`src/hw/rtl/ara_pkg.sv`:
```
`timescale 1ns / 1ps
package ara_pkg;

   localparam int OUT_WIDTH = 63;

   localparam logic [2:0] REG_LOW_FIXED     = 3'd0;
   localparam logic [2:0] REG_LOW_VALUE     = 3'd1;
   localparam logic [2:0] REG_HIGH_FIXED    = 3'd2;
   localparam logic [2:0] REG_HIGH_VALUE    = 3'd3;
   localparam logic [2:0] REG_QUANTUM_FIXED = 3'd4;
   localparam logic [2:0] REG_QUANTUM_VALUE = 3'd5;

   localparam logic signed [63:0] ONE_Q16     = 64'sd65536;
   localparam logic signed [63:0] SCALE_LIMIT = 64'sd655360;
   localparam logic [2:0]         MAX_EXP     = 3'd6;
   localparam logic [1:0]         MAX_PASS    = 2'd2;
   localparam logic [5:0]         REM_STEPS   = 6'd63;

   localparam logic signed [67:0] SAT_HI = 68'sh03FFFFFFFFFFFFFFF;
   localparam logic signed [67:0] SAT_LO = 68'shFC000000000000000;

   typedef struct packed {
      logic        start;
      logic [62:0] dividend;
      logic [62:0] divisor;
   } ara_rem_req_type;

   typedef struct packed {
      logic        done;
      logic [62:0] rem;
   } ara_rem_rsp_type;

   function automatic logic signed [63:0] sat68(input logic signed [67:0] p);
      if (p > SAT_HI) return SAT_HI[63:0];
      if (p < SAT_LO) return SAT_LO[63:0];
      return p[63:0];
   endfunction

   function automatic logic signed [67:0] ext68(input logic signed [63:0] x);
      return {{4{x[63]}}, x};
   endfunction

   // saturating multiply by ten, shift and add
   function automatic logic signed [63:0] sat10(input logic signed [63:0] x);
      logic signed [67:0] xe;
      xe = ext68(x);
      return sat68((xe <<< 3) + (xe <<< 1));
   endfunction

   function automatic logic [62:0] mag63(input logic signed [63:0] x);
      logic [63:0] m;
      m = x[63] ? 64'(-x) : 64'(x);
      return m[62:0];
   endfunction

endpackage

```
`src/hw/rtl/ara_rem_unit.sv`:
```
`timescale 1ns / 1ps
module ara_rem_unit
   import ara_pkg::*;
(
   input  logic            clock,
   input  logic            reset,
   input  ara_rem_req_type req,
   output ara_rem_rsp_type rsp
);

   logic        busy_ff, busy_in;
   logic        done_ff, done_in;
   logic [5:0]  cnt_ff, cnt_in;
   logic [62:0] rem_ff, rem_in;
   logic [62:0] dvd_ff, dvd_in;
   logic [62:0] dvs_ff, dvs_in;
   logic [63:0] trial;

   // restoring remainder, one dividend bit per cycle
   always_comb begin
      busy_in = busy_ff;
      done_in = 1'b0;
      cnt_in  = cnt_ff;
      rem_in  = rem_ff;
      dvd_in  = dvd_ff;
      dvs_in  = dvs_ff;
      trial   = {rem_ff, dvd_ff[62]};
      if (req.start) begin
         busy_in = 1'b1;
         cnt_in  = REM_STEPS;
         rem_in  = '0;
         dvd_in  = req.dividend;
         dvs_in  = req.divisor;
      end else if (busy_ff) begin
         if (trial >= {1'b0, dvs_ff}) begin
            rem_in = 63'(trial - {1'b0, dvs_ff});
         end else begin
            rem_in = trial[62:0];
         end
         dvd_in = {dvd_ff[61:0], 1'b0};
         cnt_in = cnt_ff - 6'd1;
         if (cnt_ff == 6'd1) begin
            busy_in = 1'b0;
            done_in = 1'b1;
         end
      end
   end

   always_ff @(posedge clock) begin
      if (reset) begin
         busy_ff <= 1'b0;
         done_ff <= 1'b0;
         cnt_ff  <= '0;
      end else begin
         busy_ff <= busy_in;
         done_ff <= done_in;
         cnt_ff  <= cnt_in;
      end
      rem_ff <= rem_in;
      dvd_ff <= dvd_in;
      dvs_ff <= dvs_in;
   end

   assign rsp.done = done_ff;
   assign rsp.rem  = rem_ff;

endmodule

```
`src/hw/rtl/ara_minmax.sv`:
```
`timescale 1ns / 1ps
module ara_minmax #(
   parameter int SAMPLE_WIDTH = 32
) (
   input  logic                           clock,
   input  logic                           reset,
   input  logic                           take,
   input  logic signed [SAMPLE_WIDTH-1:0] sample,
   input  logic                           last,
   input  logic                           low_fixed,
   input  logic                           high_fixed,
   output logic signed [SAMPLE_WIDTH-1:0] min_now,
   output logic signed [SAMPLE_WIDTH-1:0] max_now
);

   localparam logic signed [SAMPLE_WIDTH-1:0] POS_MAX = {1'b0, {(SAMPLE_WIDTH-1){1'b1}}};
   localparam logic signed [SAMPLE_WIDTH-1:0] NEG_MAX = {1'b1, {(SAMPLE_WIDTH-1){1'b0}}};

   logic signed [SAMPLE_WIDTH-1:0] min_ff, min_in;
   logic signed [SAMPLE_WIDTH-1:0] max_ff, max_in;

   // values including the item being taken
   assign min_now = (!low_fixed && sample < min_ff) ? sample : min_ff;
   assign max_now = (!high_fixed && sample > max_ff) ? sample : max_ff;

   always_comb begin
      min_in = min_ff;
      max_in = max_ff;
      if (take) begin
         min_in = last ? POS_MAX : min_now;
         max_in = last ? NEG_MAX : max_now;
      end
   end

   always_ff @(posedge clock) begin
      if (reset) begin
         min_ff <= POS_MAX;
         max_ff <= NEG_MAX;
      end else begin
         min_ff <= min_in;
         max_ff <= max_in;
      end
   end

endmodule

```
`src/hw/rtl/axis_range_autoscale.sv`:
```
`timescale 1ns / 1ps
// samples: one item per cycle while idle with no result waiting, only the running min and max are updated
// last item: with a fixed step the result skips the scaling and remainder steps; otherwise
// its timing is set by the serial remainder unit (up to two per pass, up to three passes)
// and the x10 loops
// result is held in an output register; no item is taken while it waits
// synchronous reset clears control and config registers to zero and min/max to their extremes
module axis_range_autoscale
   import ara_pkg::*;
#(
   parameter int SAMPLE_WIDTH = 32
) (
   input  logic                           clock,
   input  logic                           reset,
   input  logic                           req_valid,
   output logic                           req_ready,
   input  logic signed [SAMPLE_WIDTH-1:0] req_sample_value,
   input  logic                           req_last_sample,
   output logic                           rsp_valid,
   input  logic                           rsp_ready,
   output logic signed [OUT_WIDTH-1:0]    rsp_axis_low,
   output logic signed [OUT_WIDTH-1:0]    rsp_axis_high,
   output logic signed [OUT_WIDTH-1:0]    rsp_tick_step,
   output logic [2:0]                     rsp_scale_exponent,
   output logic                           rsp_range_error,
   input  logic                           csr_we,
   input  logic [2:0]                     csr_index,
   input  logic [SAMPLE_WIDTH-1:0]        csr_wdata
);

   localparam logic [3:0] S_IDLE   = 4'd0;
   localparam logic [3:0] S_SETUP  = 4'd1;
   localparam logic [3:0] S_INIT   = 4'd2;
   localparam logic [3:0] S_SCALE  = 4'd3;
   localparam logic [3:0] S_RSRCH  = 4'd4;
   localparam logic [3:0] S_HSTART = 4'd5;
   localparam logic [3:0] S_HWAIT  = 4'd6;
   localparam logic [3:0] S_LSTART = 4'd7;
   localparam logic [3:0] S_LWAIT  = 4'd8;
   localparam logic [3:0] S_CHECK  = 4'd9;
   localparam logic [3:0] S_FIN    = 4'd10;

   logic                    low_fixed_ff, high_fixed_ff, quantum_fixed_ff;
   logic [SAMPLE_WIDTH-1:0] low_value_ff, high_value_ff, quantum_value_ff;

   logic [3:0]         state_ff, state_in;
   logic signed [63:0] lo_ff, lo_in, hi_ff, hi_in;
   logic               lof_ff, lof_in, hif_ff, hif_in, swp_ff, swp_in;
   logic signed [63:0] d_ff, d_in, r_ff, r_in, l_ff, l_in, h_ff, h_in;
   logic signed [63:0] zl_ff, zl_in, zh_ff, zh_in;
   logic [2:0]         e_ff, e_in;
   logic [1:0]         pass_ff, pass_in;
   logic               err_ff, err_in;
   logic               rsp_valid_ff, rsp_valid_in;
   logic signed [OUT_WIDTH-1:0] out_low_ff, out_low_in, out_high_ff, out_high_in;
   logic signed [OUT_WIDTH-1:0] out_step_ff, out_step_in;
   logic [2:0]         out_exp_ff, out_exp_in;
   logic               out_err_ff, out_err_in;

   logic signed [SAMPLE_WIDTH-1:0] min_now, max_now;
   logic               take;
   ara_rem_req_type    rem_req;
   ara_rem_rsp_type    rem_rsp;

   logic signed [63:0] r10, r5, r2, qv;
   logic signed [67:0] ax, rx, remx, delta_q;

   assign take      = req_valid && req_ready;
   assign req_ready = (state_ff == S_IDLE) && !rsp_valid_ff;

   ara_minmax #(.SAMPLE_WIDTH(SAMPLE_WIDTH)) u_minmax (
      .clock      (clock),
      .reset      (reset),
      .take       (take),
      .sample     (req_sample_value),
      .last       (req_last_sample),
      .low_fixed  (low_fixed_ff),
      .high_fixed (high_fixed_ff),
      .min_now    (min_now),
      .max_now    (max_now)
   );

   ara_rem_unit u_rem (
      .clock (clock),
      .reset (reset),
      .req   (rem_req),
      .rsp   (rem_rsp)
   );

   always_ff @(posedge clock) begin
      if (reset) begin
         low_fixed_ff     <= 1'b0;
         high_fixed_ff    <= 1'b0;
         quantum_fixed_ff <= 1'b0;
         low_value_ff     <= '0;
         high_value_ff    <= '0;
         quantum_value_ff <= '0;
      end else if (csr_we) begin
         case (csr_index)
            REG_LOW_FIXED:     low_fixed_ff     <= csr_wdata[0];
            REG_LOW_VALUE:     low_value_ff     <= csr_wdata;
            REG_HIGH_FIXED:    high_fixed_ff    <= csr_wdata[0];
            REG_HIGH_VALUE:    high_value_ff    <= csr_wdata;
            REG_QUANTUM_FIXED: quantum_fixed_ff <= csr_wdata[0];
            REG_QUANTUM_VALUE: quantum_value_ff <= csr_wdata;
            default: ;
         endcase
      end
   end

   assign r2   = r_ff <<< 1;
   assign r5   = (r_ff <<< 2) + r_ff;
   assign r10  = r5 <<< 1;
   assign qv   = {{(64-SAMPLE_WIDTH){quantum_value_ff[SAMPLE_WIDTH-1]}}, quantum_value_ff};
   assign rx   = ext68(r_ff);
   assign remx = {5'd0, rem_rsp.rem};
   assign delta_q = ext68(hi_ff) - ext68(lo_ff);

   always_comb begin
      ax = (state_ff == S_HWAIT) ? ext68(h_ff) : ext68(l_ff);
   end

   always_comb begin
      state_in     = state_ff;
      lo_in        = lo_ff;
      hi_in        = hi_ff;
      lof_in       = lof_ff;
      hif_in       = hif_ff;
      swp_in       = swp_ff;
      d_in         = d_ff;
      r_in         = r_ff;
      l_in         = l_ff;
      h_in         = h_ff;
      zl_in        = zl_ff;
      zh_in        = zh_ff;
      e_in         = e_ff;
      pass_in      = pass_ff;
      err_in       = err_ff;
      rsp_valid_in = rsp_valid_ff && !rsp_ready;
      out_low_in   = out_low_ff;
      out_high_in  = out_high_ff;
      out_step_in  = out_step_ff;
      out_exp_in   = out_exp_ff;
      out_err_in   = out_err_ff;
      rem_req.start    = 1'b0;
      rem_req.dividend = mag63(h_ff);
      rem_req.divisor  = r_ff[62:0];
      case (state_ff)
         S_IDLE: begin
            if (take && req_last_sample) begin
               lo_in  = low_fixed_ff ?
                        {{(64-SAMPLE_WIDTH){low_value_ff[SAMPLE_WIDTH-1]}}, low_value_ff} :
                        {{(64-SAMPLE_WIDTH){min_now[SAMPLE_WIDTH-1]}}, min_now};
               hi_in  = high_fixed_ff ?
                        {{(64-SAMPLE_WIDTH){high_value_ff[SAMPLE_WIDTH-1]}}, high_value_ff} :
                        {{(64-SAMPLE_WIDTH){max_now[SAMPLE_WIDTH-1]}}, max_now};
               lof_in = low_fixed_ff;
               hif_in = high_fixed_ff;
               state_in = S_SETUP;
            end
         end
         S_SETUP: begin
            swp_in  = 1'b0;
            pass_in = '0;
            e_in    = '0;
            err_in  = 1'b0;
            state_in = S_INIT;
            if (quantum_fixed_ff) begin
               err_in = (delta_q == 68'sd0) || (qv == 64'sd0) ||
                        (delta_q[67] != qv[63]);
               zl_in = lo_ff;
               zh_in = hi_ff;
               state_in = S_FIN;
            end else if (hi_ff < lo_ff) begin
               // reversed bounds: work on the swapped pair
               lo_in  = hi_ff;
               hi_in  = lo_ff;
               lof_in = hif_ff;
               hif_in = lof_ff;
               swp_in = 1'b1;
            end else if (hi_ff == lo_ff) begin
               if (hi_ff > 64'sd0) begin
                  hi_in = hi_ff <<< 1;
                  lo_in = '0;
               end else if (lo_ff < 64'sd0) begin
                  lo_in = lo_ff <<< 1;
                  hi_in = '0;
               end else begin
                  hi_in = ONE_Q16;
                  lo_in = -ONE_Q16;
               end
            end
         end
         S_INIT: begin
            d_in = hi_ff - lo_ff;
            r_in = ONE_Q16;
            l_in = lo_ff;
            h_in = hi_ff;
            e_in = '0;
            state_in = S_SCALE;
         end
         S_SCALE: begin
            if (d_ff < SCALE_LIMIT && e_ff < MAX_EXP) begin
               d_in = sat10(d_ff);
               l_in = sat10(l_ff);
               h_in = sat10(h_ff);
               e_in = e_ff + 3'd1;
            end else begin
               state_in = S_RSRCH;
            end
         end
         S_RSRCH: begin
            if (r10 < d_ff) begin
               r_in = r10;
            end else begin
               if (r2 >= d_ff) r_in = r_ff >>> 1;
               else if (r5 < d_ff) r_in = r2;
               state_in = S_HSTART;
            end
         end
         S_HSTART: begin
            if (hif_ff) begin
               zh_in = h_ff;
               state_in = S_LSTART;
            end else begin
               rem_req.start = 1'b1;
               state_in = S_HWAIT;
            end
         end
         S_HWAIT: begin
            if (rem_rsp.done) begin
               // round up: toward zero for negatives, away for positives
               if (!ax[67] && ax != 68'sd0 && remx != 68'sd0) zh_in = sat68(ax - remx + rx);
               else if (ax[67]) zh_in = sat68(ax + remx);
               else zh_in = h_ff;
               state_in = S_LSTART;
            end
         end
         S_LSTART: begin
            if (lof_ff) begin
               zl_in = l_ff;
               state_in = S_CHECK;
            end else begin
               rem_req.start    = 1'b1;
               rem_req.dividend = mag63(l_ff);
               state_in = S_LWAIT;
            end
         end
         S_LWAIT: begin
            if (rem_rsp.done) begin
               if (ax[67] && remx != 68'sd0) zl_in = sat68(ax + remx - rx);
               else zl_in = sat68(ax - remx);
               state_in = S_CHECK;
            end
         end
         S_CHECK: begin
            state_in = S_FIN;
            if (pass_ff != MAX_PASS) begin
               // a bound within one step of zero snaps to zero
               if (!lof_ff && zl_ff <= r_ff && zl_ff > 64'sd0) begin
                  lo_in = '0;
                  pass_in = pass_ff + 2'd1;
                  state_in = S_INIT;
               end else if (!hif_ff && zh_ff >= -r_ff && zh_ff < 64'sd0) begin
                  hi_in = '0;
                  pass_in = pass_ff + 2'd1;
                  state_in = S_INIT;
               end
            end
         end
         S_FIN: begin
            if (quantum_fixed_ff) begin
               out_low_in  = zl_ff[62:0];
               out_high_in = zh_ff[62:0];
               out_step_in = qv[62:0];
               out_exp_in  = '0;
            end else if (swp_ff) begin
               out_low_in  = zh_ff[62:0];
               out_high_in = zl_ff[62:0];
               out_step_in = 63'(-r_ff);
               out_exp_in  = e_ff;
            end else begin
               out_low_in  = zl_ff[62:0];
               out_high_in = zh_ff[62:0];
               out_step_in = r_ff[62:0];
               out_exp_in  = e_ff;
            end
            out_err_in   = quantum_fixed_ff && err_ff;
            rsp_valid_in = 1'b1;
            state_in     = S_IDLE;
         end
         default: state_in = S_IDLE;
      endcase
   end

   always_ff @(posedge clock) begin
      if (reset) begin
         state_ff     <= S_IDLE;
         rsp_valid_ff <= 1'b0;
         pass_ff      <= '0;
         e_ff         <= '0;
         err_ff       <= 1'b0;
         swp_ff       <= 1'b0;
         lof_ff       <= 1'b0;
         hif_ff       <= 1'b0;
      end else begin
         state_ff     <= state_in;
         rsp_valid_ff <= rsp_valid_in;
         pass_ff      <= pass_in;
         e_ff         <= e_in;
         err_ff       <= err_in;
         swp_ff       <= swp_in;
         lof_ff       <= lof_in;
         hif_ff       <= hif_in;
      end
      lo_ff       <= lo_in;
      hi_ff       <= hi_in;
      d_ff        <= d_in;
      r_ff        <= r_in;
      l_ff        <= l_in;
      h_ff        <= h_in;
      zl_ff       <= zl_in;
      zh_ff       <= zh_in;
      out_low_ff  <= out_low_in;
      out_high_ff <= out_high_in;
      out_step_ff <= out_step_in;
      out_exp_ff  <= out_exp_in;
      out_err_ff  <= out_err_in;
   end

   assign rsp_valid          = rsp_valid_ff;
   assign rsp_axis_low       = out_low_ff;
   assign rsp_axis_high      = out_high_ff;
   assign rsp_tick_step      = out_step_ff;
   assign rsp_scale_exponent = out_exp_ff;
   assign rsp_range_error    = out_err_ff;

   a_err_no_scale: assert property (@(posedge clock) disable iff (reset)
      rsp_valid && rsp_range_error |-> rsp_scale_exponent == 3'd0)
      else $error("range error with nonzero scale");

   a_rem_done_waited: assert property (@(posedge clock) disable iff (reset)
      rem_rsp.done |-> (state_ff == S_HWAIT || state_ff == S_LWAIT))
      else $error("remainder finished while not awaited");

   a_pass_bound: assert property (@(posedge clock) disable iff (reset)
      state_ff == S_INIT |-> pass_ff <= MAX_PASS)
      else $error("too many limit passes");

   a_busy_not_ready: assert property (@(posedge clock) disable iff (reset)
      state_ff != S_IDLE |-> !req_ready)
      else $error("item taken during limit computation");

endmodule

```
`config.mk`:
```
export PLATFORM = sky130hd
export DESIGN_NAME = axis_range_autoscale
export DESIGN_NICKNAME = d
export VERILOG_FILES = /design/src/hw/rtl/ara_pkg.sv /design/src/hw/rtl/ara_rem_unit.sv /design/src/hw/rtl/ara_minmax.sv /design/src/hw/rtl/axis_range_autoscale.sv
export SDC_FILE = /design/constraint.sdc
export NUM_CORES = 2
export LEC_CHECK = 0
export BUFFER_PORTS_ARGS = -buffer_cell sky130_fd_sc_hd__buf_2
export CORE_MARGIN = 2
export CORE_UTILIZATION = 46
export DETAILED_ROUTE_END_ITERATION = 8
export GPL_TIMING_DRIVEN = 1
export PLACE_DENSITY = 0.68
export SLEW_MARGIN = 5
export SYNTH_ARGS = -nofsm -noshare
export SYNTH_HDL_FRONTEND = slang
export SYNTH_HIERARCHICAL = 1
export SYNTH_SLANG_ARGS = --single-unit
```
`constraint.sdc`:
```
create_clock -name clock -period 16.4 [get_ports clock]
set_input_delay 1.64 -clock clock [delete_from_list [all_inputs] [get_ports clock]]
set_output_delay 1.64 -clock clock [all_outputs]
set_load 0.005 [all_outputs]
```
==> metrics.md <==
| Metric | Value |
|---|---|
| Asr flop ratio synth | `0%` |
| Remaining antenna violation count | `0` |
| Critical path class | `reg -> reg` |
| I/O pins | `268` |
| Largest net degree at the start of global routing | `129` |
| Initial Utilization | `46.2%` |
| DR WL/cell | `34.2 µm` |
| Register area share after synthesis | `28.9%` |
| Slew Viols, Final | `3` |
| Post-CTS Hold Fix Bufs | `0` |
| # Post-CTS Setup Buffers | `0` |
| Post-route setup TNS | `0 ps` |
| Final WL | `545 mm` |
| Worst Tran Pin Value | `1550 ps` |
| Share of post-route cells with drive strength above 1 | `8.32%` |
| Initial DRC count | `17500` |
| IO buf count | `267` |
| Status | `complete, but fails checks` |
| Grt total ovfl | `0` |
| Syn avg cell area | `8.07 µm²` |
| Vias in the first global route | `97100` |
| Die Span X | `478 µm` |
| Placed cell area | `108000 µm²` |
| Clk pin slew, worst setup/hold paths | `60 ps` |
| Remaining DRCs | `47` |
| Global-route wire length before repair | `749 mm` |
| # rows | `174` |
| Setup Skew | `42.1 ps` |
| CTS tree | `built` |
| Largest stage delay on the critical path | `890 ps` |
| Hold Path Class | `reg -> reg` |
| Synth Flop Type | `edfxtp_1` |
| Layout area overhead | `9.32%` |
| CTS Buf Count | `136` |
| Worst-Skew Late Latency | `860 ps` |
| NumNets Final | `13900` |
| RSZ-0062 raised after global routing | `no` |
| Post_cts resized | `0` |
| Post-route cell area | `113000 µm²` |
| Total GRT Usage | `45.7%` |
| CP required | `17070 ps` |
| Relative slew slack | `-4.05%` |
| Total vias in the final route | `109000` |
| DR vias/cell | `6.80` |
| Max-Cap Viols | `2` |
| Failing checks | `DRC, capacitance limit, slew limit` |
| Core area | `224000 µm²` |
| Cell area after synthesis | `104000 µm²` |
| CP Launch Type | `flip-flop` |
| YS warnings | `6` |
| Clk buf depth | `3` |
| Period minus WS final | `11480 ps` |
| Fmax | `87.1 MHz` |
| Most used cell along the critical path | `nor3_1` |
| Final setup viols | `0` |
| Die Y | `478 µm` |
| Post-synth cell types | `125` |
| CTS Sinks | `1079` |
| GP Congestion | `1.12` |
| Initial antenna violation count | `65` |
| Hpwl dp | `430 mm` |
| Total die area | `229000 µm²` |
| Crit path max-delay cell type | `inv_2` |
| Synth Register Bits | `1079` |
| H-tree levels | `4` |
| Root buf cell | `clkbuf_16` |
| Final Cycle Share | `70.0%` |
| Syn nets | `13900` |
| Fin. Hold Viols | `0` |
| CP max FO | `74` |
| Cells after Synth | `12800` |
| Crit end category | `flip-flop` |
| Drt first pass iters | `9` |
| WP data arrival | `12140 ps` |
| Post-synth EDFFs | `831` |
==> final cells by class <==
| type | instances | area [µm²] |
|---|---|---|
| clock inverters | 93 | 1200 |
| multi-input cells | 10400 | 68900 |
| fillers | 22000 | 111000 |
| well taps | 2992 | 3740 |
| clock buffers | 158 | 3560 |
| inverters | 627 | 2350 |
| diodes | 37 | 92.6 |
| repair buffers | 541 | 3430 |
| flip-flops and latches | 1079 | 29900 |
==> flip-flops by register name, summed over array words and instances (netlist names), 2 cells and up <==
signal              count
pass_ff                 2
rsp_axis_low           63
low_value_ff           32
l_ff                   64
zl_ff                  64
u_rem/rem_ff           63
quantum_value_ff       32
zh_ff                  64
lo_ff                  64
hi_ff                  64
e_ff                    3
rsp_tick_step          63
state_ff                4
u_rem/dvs_ff           63
u_rem/cnt_ff            6
h_ff                   64
u_minmax/min_ff        32
u_rem/dvd_ff           63
d_ff                   64
high_value_ff          32
rsp_scale_exponent      3
r_ff                   64
rsp_axis_high          63
u_minmax/max_ff        32
==> worst paths after layout <==
check                                  startpoint           endpoint  slack [ps]  cells past startpoint
worst max-delay path                  state_ff[3]          zl_ff[39]        4920                     29
worst min-delay path            high_value_ff[11]  high_value_ff[11]         450                      2
worst max register to register        state_ff[3]          zl_ff[39]        4920                     29
worst min register to register  high_value_ff[11]  high_value_ff[11]         450                      2
==> logic make-up after synthesis <==
family                     share of synthesized area (%)
AOI/OAI and AO/OA                                   25.8
and+or+nand+nor                                     17.9
buffers and inverters                               4.97
DFF                                                 28.9
adders and majority gates                           12.6
xor gates and xnor gates                            7.11
muxes                                               2.75
==> placed cells by master (no fill, tap or decap), types with 272 or more instances in the layout <==
master    Yosys  layout
inv_1       618     617
edfxtp_1    831     831
nor2_1      986     974
xor2_1      296     296
o21ai_0     938     936
xnor2_1     544     543
buf_4        10     272
a21o_1      378     378
ha_1       1026    1026
a21oi_1    1521    1517
nand2_1    1577    1571
==> worst max-delay path, delay by kind of cell, from the launching register on <==
kind	cells	cell delay, ps
multiplexers	1	420
flip-flops	1	450
adder cells (fa/ha/maj)	2	860
AO/OA/AOI/OAI	9	2040
AND/OR/NAND/NOR	11	4360
buffers and inverters	4	1910
XOR/XNOR	2	1100
==> through the flow <==
step | util, % | setup WS, ps | instances | hold slack, ps
floorplan | - | 6860 | 12800 | 436
global placement | 48.3 | 5620 | 15700 | 442
detailed placement | 48.3 | 5570 | 15700 | 447
CTS | 50.4 | 5540 | 15900 | 455
global route | 50.4 | 4730 | 15900 | 467
finish | 50.5 | 4920 | 16000 | 454
==> synth_stat cells (all sizes together), types with 74 or more instances <==
| cell type | count | share of area, % |
|---|---|---|
| a211oi | 193 | 1.4 |
| a21o | 378 | 2.7 |
| a21oi | 1523 | 7.4 |
| a221o | 110 | 1.1 |
| a22oi | 124 | 0.90 |
| a31oi | 83 | 0.50 |
| buf | 87 | 0.45 |
| clkbuf | 621 | 2.3 |
| dfxtp | 248 | 4.8 |
| edfxtp | 831 | 24 |
| ha | 1026 | 12 |
| inv | 619 | 2.2 |
| mux2 | 131 | 1.5 |
| mux2i | 127 | 1.2 |
| nand2 | 1578 | 5.7 |
| nand2b | 123 | 0.76 |
| nand3 | 203 | 0.99 |
| nand4 | 248 | 1.5 |
| nor2 | 986 | 3.6 |
| nor2b | 112 | 0.68 |
| nor3 | 218 | 1.1 |
| nor4 | 177 | 1.1 |
| o211ai | 74 | 0.55 |
| o21a | 103 | 0.75 |
| o21ai | 971 | 4.7 |
| o21bai | 142 | 1.0 |
| o31ai | 104 | 0.77 |
| xnor2 | 544 | 4.6 |
| xor2 | 296 | 2.5 |
==> metal layers <==
| metal | vias to the layer above | GRT usage, % | wire length [µm] | part of all wire (%) |
|---|---|---|---|---|
| li1 | 47300 | - | - | - |
| met3 | 1466 | 15.2 | 77300 | 14 |
| met1 | 52100 | 61.2 | 213000 | 39 |
| met4 | 38 | 26.8 | 39300 | 7.2 |
| met5 | - | 0 | 319 | 0.059 |
| met2 | 7668 | 63.4 | 215000 | 39 |
Power is not shown: default switching activity piles up to over one toggle a cycle in this logic, so the estimate is an artifact.
